--- config.mk ---
export PLATFORM = sky130hd
export DESIGN_NAME = scan_cycle_timing_monitor
export DESIGN_NICKNAME = d
export VERILOG_FILES = /design/src/hdl/sctm_pkg.sv /design/src/hdl/scan_cycle_timing_monitor.sv /design/src/hdl/sctm_front.sv /design/src/hdl/sctm_div.sv /design/src/hdl/sctm_back.sv
export SDC_FILE = /design/constraint.sdc
export NUM_CORES = 2
export LEC_CHECK = 0
export BUFFER_PORTS_ARGS = -buffer_cell sky130_fd_sc_hd__buf_4
export CORE_ASPECT_RATIO = 2
export CORE_MARGIN = 5
export CORE_UTILIZATION = 55
export DETAILED_ROUTE_END_ITERATION = 8
export GPL_TIMING_DRIVEN = 0
export PLACE_DENSITY = 0.73
export SETUP_SLACK_MARGIN = 0.15
export SLEW_MARGIN = 0
export SYNTH_ARGS = -nofsm -noshare
export SYNTH_HDL_FRONTEND = slang
export SYNTH_SLANG_ARGS = --single-unit
--- constraint.sdc ---
create_clock -name clk -period 27.7 [get_ports clk]
set_input_delay 4.155 -clock clk [delete_from_list [all_inputs] [get_ports clk]]
set_output_delay 4.155 -clock clk [all_outputs]
set_load 0.01 [all_outputs]
--- src/hdl/sctm_pkg.sv ---
// Shared types and constants of the scan cycle timing monitor.
package sctm_pkg;
  localparam int unsigned TsW = 48;
  localparam int unsigned StatW = 32;
  localparam int unsigned QueueDepthDef = 2;
  localparam logic [31:0] PeriodResetNs = 32'd20000000;
  localparam logic CmdStart = 1'b0;
  localparam logic CmdEnd = 1'b1;
  // Nanoseconds to microseconds: multiply by ceil(2^38 / 1000), keep bits 60..38.
  // This is exact for every 32-bit period.
  localparam logic [28:0] UsRecip = 29'd274877907;
  localparam int unsigned UsRecipShift = 38;

  typedef struct packed {
    logic cmd;
    logic [TsW-1:0] ts;
  } evt_t;

  typedef struct packed {
    logic stats_valid;
    logic [StatW-1:0] n_start;
    logic [StatW-1:0] st_min;
    logic [StatW-1:0] st_max;
    logic [StatW-1:0] st_mean;
    logic [StatW-1:0] ct_min;
    logic [StatW-1:0] ct_max;
    logic [StatW-1:0] ct_mean;
    logic signed [StatW-1:0] latency_min;
    logic signed [StatW-1:0] latency_max;
    logic signed [StatW-1:0] latency_avg;
    logic [StatW-1:0] overrun_count;
  } stats_t;
endpackage

--- src/hdl/scan_cycle_timing_monitor.sv ---
// Top level of the scan cycle timing monitor.
//   channel | ports                          | handshake
//   input   | in_cmd, in_timestamp_us        | push / full
//   result  | out_* statistics fields        | empty / pop
//   config  | cfg_we, cfg_period_ns          | write strobe
// A start after the first runs two divisions of the sequential divider for the
// running means, at one quotient bit per cycle, and an end runs one; a first start
// or an ignored end reaches the result without the divider.
// Reset is synchronous; the result word holds until popped and the engine
// waits for it before taking the next word from the input queue.
module scan_cycle_timing_monitor #(
  parameter int unsigned QueueDepth = sctm_pkg::QueueDepthDef
) (
  input  logic clk,
  input  logic rst_n,
  input  logic push,
  output logic full,
  input  logic in_cmd,
  input  logic [47:0] in_timestamp_us,
  output logic empty,
  input  logic pop,
  output logic out_stats_valid,
  output logic [31:0] out_scan_count,
  output logic [31:0] out_scan_time_min,
  output logic [31:0] out_scan_time_max,
  output logic [31:0] out_scan_time_avg,
  output logic [31:0] out_cycle_time_min,
  output logic [31:0] out_cycle_time_max,
  output logic [31:0] out_cycle_time_avg,
  output logic signed [31:0] out_latency_min,
  output logic signed [31:0] out_latency_max,
  output logic signed [31:0] out_latency_avg,
  output logic [31:0] out_overrun_count,
  input  logic cfg_we,
  input  logic [31:0] cfg_period_ns
);
  import sctm_pkg::*;

  logic [31:0] period_r;
  evt_t in_evt, q_evt;
  logic q_valid, q_take, res_valid;
  stats_t res;

  always_ff @(posedge clk) begin
    if (!rst_n) begin
      period_r <= PeriodResetNs;
    end else if (cfg_we) begin
      period_r <= cfg_period_ns;
    end
  end

  assign in_evt.cmd = in_cmd;
  assign in_evt.ts = in_timestamp_us;

  sctm_front #(.Depth(QueueDepth)) u_front (
    .clk(clk), .rst_n(rst_n), .push(push), .full(full), .push_evt(in_evt),
    .q_valid(q_valid), .q_take(q_take), .q_evt(q_evt)
  );

  sctm_back u_back (
    .clk(clk), .rst_n(rst_n), .period_ns(period_r), .q_valid(q_valid),
    .q_take(q_take), .q_evt(q_evt), .res_valid(res_valid), .res_pop(pop), .res(res)
  );

  assign empty = !res_valid;
  assign out_stats_valid = res.stats_valid;
  assign out_scan_count = res.n_start;
  assign out_scan_time_min = res.st_min;
  assign out_scan_time_max = res.st_max;
  assign out_scan_time_avg = res.st_mean;
  assign out_cycle_time_min = res.ct_min;
  assign out_cycle_time_max = res.ct_max;
  assign out_cycle_time_avg = res.ct_mean;
  assign out_latency_min = res.latency_min;
  assign out_latency_max = res.latency_max;
  assign out_latency_avg = res.latency_avg;
  assign out_overrun_count = res.overrun_count;
endmodule

--- src/hdl/sctm_front.sv ---
// Front end: input word queue that decouples acceptance from the statistics engine.
module sctm_front #(
  parameter int unsigned Depth = 2
) (
  input  logic clk,
  input  logic rst_n,
  input  logic push,
  output logic full,
  input  sctm_pkg::evt_t push_evt,
  output logic q_valid,
  input  logic q_take,
  output sctm_pkg::evt_t q_evt
);
  import sctm_pkg::*;
  localparam int unsigned AW = (Depth > 1) ? $clog2(Depth) : 1;

  evt_t mem_r [Depth];
  logic [AW-1:0] wp_r, rp_r;
  logic [AW:0] cnt_r;
  logic do_push, do_pop;

  assign full = (cnt_r == (AW+1)'(Depth));
  assign q_valid = (cnt_r != '0);
  assign q_evt = mem_r[rp_r];
  assign do_push = push && !full;
  assign do_pop = q_take && q_valid;

  always_ff @(posedge clk) begin
    if (do_push) begin
      mem_r[wp_r] <= push_evt;
    end
  end

  always_ff @(posedge clk) begin
    if (!rst_n) begin
      wp_r <= '0;
      rp_r <= '0;
      cnt_r <= '0;
    end else begin
      if (do_push) begin
        wp_r <= (wp_r == AW'(Depth-1)) ? '0 : wp_r + 1'b1;
      end
      if (do_pop) begin
        rp_r <= (rp_r == AW'(Depth-1)) ? '0 : rp_r + 1'b1;
      end
      cnt_r <= cnt_r + (AW+1)'(do_push) - (AW+1)'(do_pop);
    end
  end
endmodule

--- src/hdl/sctm_div.sv ---
// Iterative signed divider, one quotient bit per cycle, truncating toward zero.
module sctm_div (
  input  logic clk,
  input  logic rst_n,
  input  logic start,
  input  logic signed [33:0] dividend,
  input  logic [31:0] divisor,
  output logic busy,
  output logic signed [33:0] quotient
);
  logic [33:0] rem_r, quo_r;
  logic [31:0] dvs_r;
  logic neg_r;
  logic [5:0] cnt_r;
  logic [34:0] trial;

  assign busy = (cnt_r != '0);
  assign trial = {rem_r, quo_r[33]} - {3'b0, dvs_r};
  assign quotient = neg_r ? -$signed(quo_r) : $signed(quo_r);

  always_ff @(posedge clk) begin
    if (!rst_n) begin
      cnt_r <= '0;
    end else if (start) begin
      cnt_r <= 6'd34;
    end else if (busy) begin
      cnt_r <= cnt_r - 1'b1;
    end
  end

  always_ff @(posedge clk) begin
    if (start) begin
      rem_r <= '0;
      quo_r <= dividend[33] ? 34'(-dividend) : dividend;
      dvs_r <= divisor;
      neg_r <= dividend[33];
    end else if (busy) begin
      if (!trial[34]) begin
        rem_r <= trial[33:0];
        quo_r <= {quo_r[32:0], 1'b1};
      end else begin
        rem_r <= {rem_r[32:0], quo_r[33]};
        quo_r <= {quo_r[32:0], 1'b0};
      end
    end
  end
endmodule

--- src/hdl/sctm_back.sv ---
// Back end: statistics state, sequencer for the running means and the result valid flag.
module sctm_back (
  input  logic clk,
  input  logic rst_n,
  input  logic [31:0] period_ns,
  input  logic q_valid,
  output logic q_take,
  input  sctm_pkg::evt_t q_evt,
  output logic res_valid,
  input  logic res_pop,
  output sctm_pkg::stats_t res
);
  import sctm_pkg::*;

  localparam logic [2:0] StIdle = 3'd0;
  localparam logic [2:0] StStep = 3'd1;
  localparam logic [2:0] StDiv1 = 3'd2;
  localparam logic [2:0] StWait1 = 3'd3;
  localparam logic [2:0] StDiv2 = 3'd4;
  localparam logic [2:0] StWait2 = 3'd5;
  localparam logic [2:0] StDone = 3'd6;

  logic [2:0] st_r;
  evt_t ev_r;
  logic [31:0] cnt_r, smin_r, smax_r, smean_r, cmin_r, cmax_r, cmean_r, ovr_r;
  logic signed [31:0] lmin_r, lmax_r, lmean_r;
  logic [TsW-1:0] prev_r, dl_r, step_r;
  logic [31:0] x1_r;
  logic signed [31:0] x2_r;
  logic two_r;

  logic [TsW-1:0] diff, ldiff;
  logic [31:0] tsat;
  logic signed [31:0] lsat;
  logic div_start, div_busy;
  logic signed [33:0] div_num, div_q;
  logic [31:0] div_d;
  logic [60:0] step_prod;

  assign step_prod = {29'd0, period_ns} * {32'd0, UsRecip};

  assign diff = ev_r.ts - prev_r;
  assign tsat = (diff[TsW-1:32] != '0) ? '1 : diff[31:0];
  assign ldiff = ev_r.ts - dl_r;
  always_comb begin
    if (!ldiff[TsW-1] && ldiff[TsW-2:31] != '0) begin
      lsat = 32'sh7fffffff;
    end else if (ldiff[TsW-1] && ldiff[TsW-2:31] != '1) begin
      lsat = 32'sh80000000;
    end else begin
      lsat = $signed(ldiff[31:0]);
    end
  end

  assign div_d = cnt_r;
  always_comb begin
    if (st_r == StDiv1) begin
      div_num = (ev_r.cmd == CmdStart) ? $signed({2'b0, x1_r}) - $signed({2'b0, cmean_r})
                                       : $signed({2'b0, x1_r}) - $signed({2'b0, smean_r});
    end else begin
      div_num = 34'(x2_r) - 34'(lmean_r);
    end
  end
  assign div_start = (st_r == StDiv1) || (st_r == StDiv2);

  sctm_div u_div (
    .clk(clk), .rst_n(rst_n), .start(div_start), .dividend(div_num),
    .divisor(div_d), .busy(div_busy), .quotient(div_q)
  );

  assign q_take = (st_r == StIdle) && q_valid && !res_valid;

  always_ff @(posedge clk) begin
    if (!rst_n) begin
      st_r <= StIdle;
      res_valid <= 1'b0;
      cnt_r <= '0; prev_r <= '0; dl_r <= '0;
      smin_r <= '1; smax_r <= '0; smean_r <= '0;
      cmin_r <= '1; cmax_r <= '0; cmean_r <= '0;
      lmin_r <= 32'sh7fffffff; lmax_r <= '0; lmean_r <= '0;
      ovr_r <= '0;
    end else begin
      if (res_valid && res_pop) begin
        res_valid <= 1'b0;
      end
      unique case (st_r)
        StIdle: begin
          if (q_take) begin
            ev_r <= q_evt;
            step_r <= TsW'(step_prod[60:UsRecipShift]);
            st_r <= StStep;
          end
        end
        StStep: begin
          st_r <= StDone;
          if (ev_r.cmd == CmdStart) begin
            if (cnt_r == '0) begin
              dl_r <= ev_r.ts + step_r;
              prev_r <= ev_r.ts;
              cnt_r <= 32'd1;
            end else begin
              x1_r <= tsat;
              x2_r <= lsat;
              two_r <= 1'b1;
              if (tsat < cmin_r) cmin_r <= tsat;
              if (tsat > cmax_r) cmax_r <= tsat;
              if (lsat < lmin_r) lmin_r <= lsat;
              if (lsat > lmax_r) lmax_r <= lsat;
              st_r <= StDiv1;
            end
          end else if (cnt_r != '0) begin
            x1_r <= tsat;
            two_r <= 1'b0;
            if (tsat < smin_r) smin_r <= tsat;
            if (tsat > smax_r) smax_r <= tsat;
            if (ev_r.ts > dl_r && ovr_r != '1) ovr_r <= ovr_r + 1'b1;
            st_r <= StDiv1;
          end
        end
        StDiv1: st_r <= StWait1;
        StWait1: begin
          if (!div_busy) begin
            if (two_r) begin
              cmean_r <= cmean_r + div_q[31:0];
              st_r <= StDiv2;
            end else begin
              smean_r <= smean_r + div_q[31:0];
              st_r <= StDone;
            end
          end
        end
        StDiv2: st_r <= StWait2;
        StWait2: begin
          if (!div_busy) begin
            lmean_r <= lmean_r + div_q[31:0];
            prev_r <= ev_r.ts;
            dl_r <= dl_r + step_r;
            if (cnt_r != '1) cnt_r <= cnt_r + 1'b1;
            st_r <= StDone;
          end
        end
        StDone: begin
          res_valid <= 1'b1;
          st_r <= StIdle;
        end
        default: st_r <= StIdle;
      endcase
    end
  end

  always_comb begin
    res.stats_valid = (cnt_r != '0);
    res.n_start = cnt_r;
    res.st_min = smin_r;
    res.st_max = smax_r;
    res.st_mean = smean_r;
    res.ct_min = cmin_r;
    res.ct_max = cmax_r;
    res.ct_mean = cmean_r;
    res.latency_min = lmin_r;
    res.latency_max = lmax_r;
    res.latency_avg = lmean_r;
    res.overrun_count = ovr_r;
  end
endmodule

=== Yosys cells after proc, flatten, opt, wreduce, memory -nomap -nowiden ===
Memory sizes are Yosys's and may differ from the RTL's. A register that Yosys moved wholly into a read port is not among the register bits.
Cells that the tools add are included.

* Output and inout bits: 355
* Register bits: 683
* RAM bits: 98
* Input bits: 86
* Word-level logic and storage cells: 166
* Memories kept: 1

{| class="wikitable"
|+ Memory list
! memory !! depth !! bits a word !! rd ports !! clocked after Yosys merged registers in !! write ports !! RTL line !! RTL
|-
| u_front.mem_r || 2 || 49 || 1 || 1 || 1 || sctm_front.sv:17 || <nowiki>evt_t mem_r [Depth];</nowiki>
|}

* Multiplexer cells: 46
* Eq/ne operators: 18
* Reduce and logical (&&, ||, !) cells: 39
* Add/sub/neg operators: 20
* Bitwise operators: 5
* $lt $le $gt $ge: 7
* Multipliers: 1

{| class="wikitable"
|+ Operator list
! operator !! number
|-
| $mux 32 || 11
|-
| $mux 48 || 6
|-
| $mux 34 || 6
|-
| $pmux 48 s2 || 2
|-
| $sub 32x32->33 || 3
|-
| $add 32x32->32 || 3
|-
| $add 48x23->48 || 2
|-
| $gt 32x32->1 || 3
|-
| $lt 32x32->1 || 3
|-
| $sub 48x48->48 || 2
|-
| $add 32x1->32 const B || 2
|-
| $ne 32x32->1 const B || 2
|-
| $pmux 32 s2 || 1
|-
| $mul 32x29->61 const B || 1
|-
| $gt 48x48->1 || 1
|-
| $reduce_and 4->1 || 10
|-
| $sub 35x32->35 || 1
|-
| $neg 34->34 || 1
|-
| $logic_not 32->1 || 1
|-
| $neg 32->32 || 1
|-
| $reduce_bool 16->1 || 2
|-
| $reduce_bool 32->1 || 1
|-
| $mux 3 || 6
|-
| $pmux 3 s6 || 1
|-
| 25 further kinds || 64
|}

=== Depth between registers and ports, before layout ===
* Depth after elaboration: 7
* Gate-level depth with buffers: 35
* Mapped depth without buffers: 32

=== Hierarchy ===
Synthesis repeated with hierarchy kept, for this count alone.

* Cell total of the unflattened synthesis: 7614
* Area total of the unflattened synthesis: 67763.7 um^2

{| class="wikitable"
|+ By module, submodules not included
! module !! seq. area each (um^2) !! area each (um^2) !! times used !! cells an instance
|-
| sctm_back || 13162.6 || 55343.1 || 1 || 6486
|-
| sctm_div || 2812.7 || 7375.8 || 1 || 845
|-
| sctm_front || 3042.9 || 3817.4 || 1 || 179
|-
| scan_cycle_timing_monitor || 640.6 || 1227.4 || 1 || 104
|}

=== Worst setup path after synthesis ===
OpenSTA, ideal clock, no wires.

* Kind: input -> register
* From: input rst_n
* To: register u_back.ev_r[0] (netlist name), enable pin
* Buffers on the path: 3
* Setup time: 0.680 ns
* Data required time: 27.020 ns
* Slack: 15.225 ns
* Stages: 5
* Data arrival time: 11.796 ns
* Path through: clkbuf_1 > inv_2 > clkbuf_1 > clkbuf_1 > nor4_1

* Cells in the longest elaborated chain, start to end: 1

{| class="wikitable"
|+ RTL lines
! element !! RTL line !! RTL
|-
| start, declared || scan_cycle_timing_monitor.sv:15 || <nowiki>input logic rst_n,</nowiki>
|-
| $reduce_and 3->1 (no source line) || -- ||
|-
| end signal, assigned || sctm_back.sv:89 || <nowiki>ev_r <= q_evt;</nowiki>
|-
| end, declared || sctm_back.sv:24 || <nowiki>evt_t ev_r;</nowiki>
|}

Every way passes these cells.
A chain may end at the register's enable or synchronous reset.

=== Final worst setup path ===
* From: register u_back.st_r[0]
* To: register u_back.dl_r[26]

* Cells in the longest elaborated chain, start to end: 3
* Elaborated cells between the ends (all ways): 8
* Classes of those cells: eq/ne (5); mux (1); reduce/logical (2)

{| class="wikitable"
|+ RTL lines
! element !! RTL line !! RTL
|-
| start, declared || sctm_back.sv:23 || <nowiki>logic [2:0] st_r;</nowiki>
|-
| start signal, assigned || sctm_back.sv:75 || <nowiki>st_r <= StIdle;</nowiki>
|-
| start signal, assigned || sctm_back.sv:91 || <nowiki>st_r <= StStep;</nowiki>
|-
| start signal, assigned || sctm_back.sv:95 || <nowiki>st_r <= StDone;</nowiki>
|-
| $eq 3x3->1 or $eq 3x1->1 (tied branches) || sctm_back.sv:86 || <nowiki>unique case (st_r)</nowiki>
|-
| $ne 2x2->1 (no source line) (tied with other cells) || -- ||
|-
| $reduce_and 4->1 (no source line) || -- ||
|-
| end signal, assigned || sctm_back.sv:98 || <nowiki>dl_r <= ev_r.ts + step_r;</nowiki>
|-
| end signal, assigned || sctm_back.sv:137 || <nowiki>dl_r <= dl_r + step_r;</nowiki>
|-
| end, declared || sctm_back.sv:27 || <nowiki>logic [TsW-1:0] prev_r, dl_r, step_r;</nowiki>
|}

Parallel ways exist; a longest one is shown, timed or not.

==> key figures <==
Final layout
  – Nets: 9565
  – Fin util: 62.06%
  – Synthesis-to-layout area growth: 12.53%
  – Layout cells sized above 1: 9.069%
  – Fin cells: 10020
  – Commonest non-fill, non-tap cells in the layout: inv_1 (1009), ha_1 (893), nand2_1 (738)
  – Commonest non-fill, non-tap cell in the layout: inv_1

Critical path
  – Arr. time, crit path: about 12 ns
  – Worst EP required: about 28 ns
  – Type of origin of the critical path: register
  – Crit. End Element: register
  – Maximum fanout along the worst path: 10
  – Crit Path Category: reg2reg

Drt
  – Post-Route WL: 262700 um
  – WL per Instance: between 20 and 30 um
  – Antenna-violating nets left: 0
  – Wire length on met2: roughly 130000 um
  – Vias: 60440
  – M1 WL: 79910 um
  – Max Used Layer: met5
  – WL met3: about 19000 um
  – # DRC: 3
  – DRT iter0 DRCs: 4368
  – Vias per Instance: a little over 6
  – Drt pass-1 iters: 9

Clock tree
  – Root buffer cell: clkbuf_16
  – Clock latency on the worst-skew pair: 0.73 ns
  – Post_cts resized: 0
  – Sink Count: 830
  – Bufs on Longest Clock Path: 3
  – TritonCTS clock tree: done
  – Hold buffers post-CTS: 0
  – Setup bufs post-CTS: 0
  – H-Tree Level Count: 3
  – Clock slew at reported path FFs: 0.07 ns
  – CTS buffer count: 80

STA
  – Worst Slack Setup Final: 16.80 ns
  – Clk_skew: between 0.04 and 0.05 ns
  – Final Max Slew Viols: 24
  – Final Hold Vio Count: 0
  – Endpoints failing setup: 0
  – Final min period: about 11 ns
  – Fmax: approximately 0.092 GHz
  – Slew @ Worst Pin: 1.603 ns
  – Hold Worst Slack: around 0.45 ns
  – Tcrit/Tclk final: between 30% and 40%
  – Setup TNS: 0 ns
  – Max-Slew Margin vs Limit: -6.884%
  – RSZ-0062 raised after global routing: no

Placement
  – Final GP Congestion: 1.076
  – Cells after DPL: 9862
  – DP HPWL: 217500 um
  – # port buffers: 439
  – Place WS: 17.49 ns

Synth
  – Synth Area in XOR/XNOR: roughly 4.8%
  – Syn. warnings: 0
  – Top cells by area in the synthesized netlist: ha_1 (16%), dfxtp_1 (15%), edfxtp_1 (13%), fa_1 (9.0%), inv_1 (5.5%)
  – Post-synth EDFFs: between 300 and 400
  – Mux share of post-synthesis cell area: 4.645%
  – Synth Area in Compound Gates: 14.79%
  – Syn avg cell area: between 8 and 9 um2
  – Simple-gate share of the synthesized area: between 10% and 20%
  – Synth unique cells: 90
  – Adder-Cell Fraction of Synth Area: 25.30%
  – Largest family of logic cells by synthesized area: adder cells
  – Cell Area, Synth: 68450 um2
  – Gate Count Post-Synth: 7740
  – Syn nets: 9026
  – Top FF cell, synth: dfxtp_1
  – Flops & latches, synth: 830
  – Seq/Total Area, Yosys: 28.69%
  – Async S/R FF share, synth: 0%
  – Cell type with the highest aggregate area in the netlist: ha_1
  – Yosys top cell area share: 16.32%

Status
  – Failing checks: design-rule violations, max-capacitance violations, max-slew violations
  – Status: complete, but fails checks

GRT
  – GRT overflow: 0
  – Vias in the first global route: 61700
  – Initial antenna violation count: 7
  – Gr usage total: 38.54%
  – Largest net degree at the start of global routing: 35
  – First-pass GRT wire length: 378000 um

Floorplanning
  – Placeable core area: 124100 um2
  – Initial core utilization: 55.15%
  – Die footprint: 132000 um2
  – Row count: 183
  – Die Height: 508.9 um
  – Number of I/O pins: 441
  – DIE WIDTH: between 200 and 300 um

Pwr
  – Lkg Pwr: 34.40 nW
  – Max rail drop VDD: 214.5 uV
  – Pwr Density: 101.3 nW/um2

Min path
  – Worst hold path class: reg2reg

Flow run
  – MaxCap Viol Count: 2
## synthesized netlist by cell type (60+ instances only)
library cell and instances:
a211oi_1 106, a21o_1 218, a21oi_1 542, clkbuf_1 209, dfxtp_1 528, edfxtp_1 302
fa_1 307, ha_1 893, inv_1 1009, mux2_2 61, mux2i_1 249, nand2_1 739
nand2b_1 99, nand3_1 133, nand4_1 104, nor2_1 593, nor2b_1 69, nor3_1 121
o21a_1 61, o21ai_0 289, or3_1 60, xnor2_1 224, xor2_1 150
## power by group
part	internal [mW]	switching [mW]
Clock	0.682	0.550
Combinational	1.85	2.98
Sequential	1.53	0.209
Total	4.06	3.74
## cells by family after synthesis
kind of cell,Yosys count
AND/OR/NAND/NOR,2167
AO/OA/AOI/OAI,1592
buffers and inverters,1267
adder cells (fa/ha/maj),1200
flip-flops,830
XOR/XNOR,374
multiplexers,310
## state kept, by name, summed over array words and instances, names as in the netlist, 34 cells and up
register            cells
u_back.prev_r          48
u_back.dl_r            48
u_back.u_div.rem_r     34
u_front.mem_r          98
u_back.ev_r            49
u_back.u_div.quo_r     34
## stage by stage
step	area (um2)	power, mW
2_1_floorplan	68450	5.023
3_3_place_gp	73820	6.357
3_5_place_dp	74090	6.468
6_report	77020	7.800
5_1_grt	77010	8.385
4_1_cts	76980	7.720
## worst max-delay path: stages, from the launching register on
cell and delay [ns]:
dfxtp_1 0.31, clkbuf_1 0.30, nor2b_1 0.44, and2_1 0.19, clkbuf_1 0.60, buf_1 0.87
clkbuf_1 0.77, clkbuf_1 0.59, buf_1 0.98, o21ai_0 0.25, ha_1 0.31, fa_1 0.44
a21o_1 0.17, a21oi_1 0.35, o21bai_1 0.11, a21oi_1 0.24, o21bai_1 0.11, a21oi_1 0.25
o21bai_1 0.16, a2111oi_0 1.01, o21ai_0 0.36, a31oi_1 0.85, or2_2 0.24, clkbuf_1 0.35
nor2_1 0.13, a2bb2oi_1 0.17, a31oi_1 0.21
## layer usage
layer	vias to the layer above	global-route usage [%]
li1	27780	-
met2	2554	67.43
met4	6	41.21
met3	1136	7.734
met5	-	0
met1	28970	35.27
## worst paths after layout
check / startpoint / end / slack (ns) / depth (start not counted)
max: u_back.st_r[0]$_SDFFE_PN0P_ / u_back.dl_r[26]$_SDFFE_PN0P_ / 16.80 / 26
max reg2reg: u_back.st_r[0]$_SDFFE_PN0P_ / u_back.dl_r[26]$_SDFFE_PN0P_ / 16.80 / 26
min: u_back.dl_r[19]$_SDFFE_PN0P_ / u_back.dl_r[19]$_SDFFE_PN0P_ / 0.45 / 2
min reg2reg: u_back.dl_r[19]$_SDFFE_PN0P_ / u_back.dl_r[19]$_SDFFE_PN0P_ / 0.45 / 2
## area by class of cell
cell class / instances / area, um2
repair buffers: 457 / 3490
inverters: 1010 / 3791
fillers: 10980 / 47080
diodes: 7 / 17.52
flip-flops and latches: 830 / 19640
well taps: 1665 / 2083
plain buffers: 257 / 1044
multi-input cells: 5643 / 44070
clock buffers: 93 / 2145
clock inverters: 57 / 743.2
Note: power is estimated with default switching activity, not from simulation.
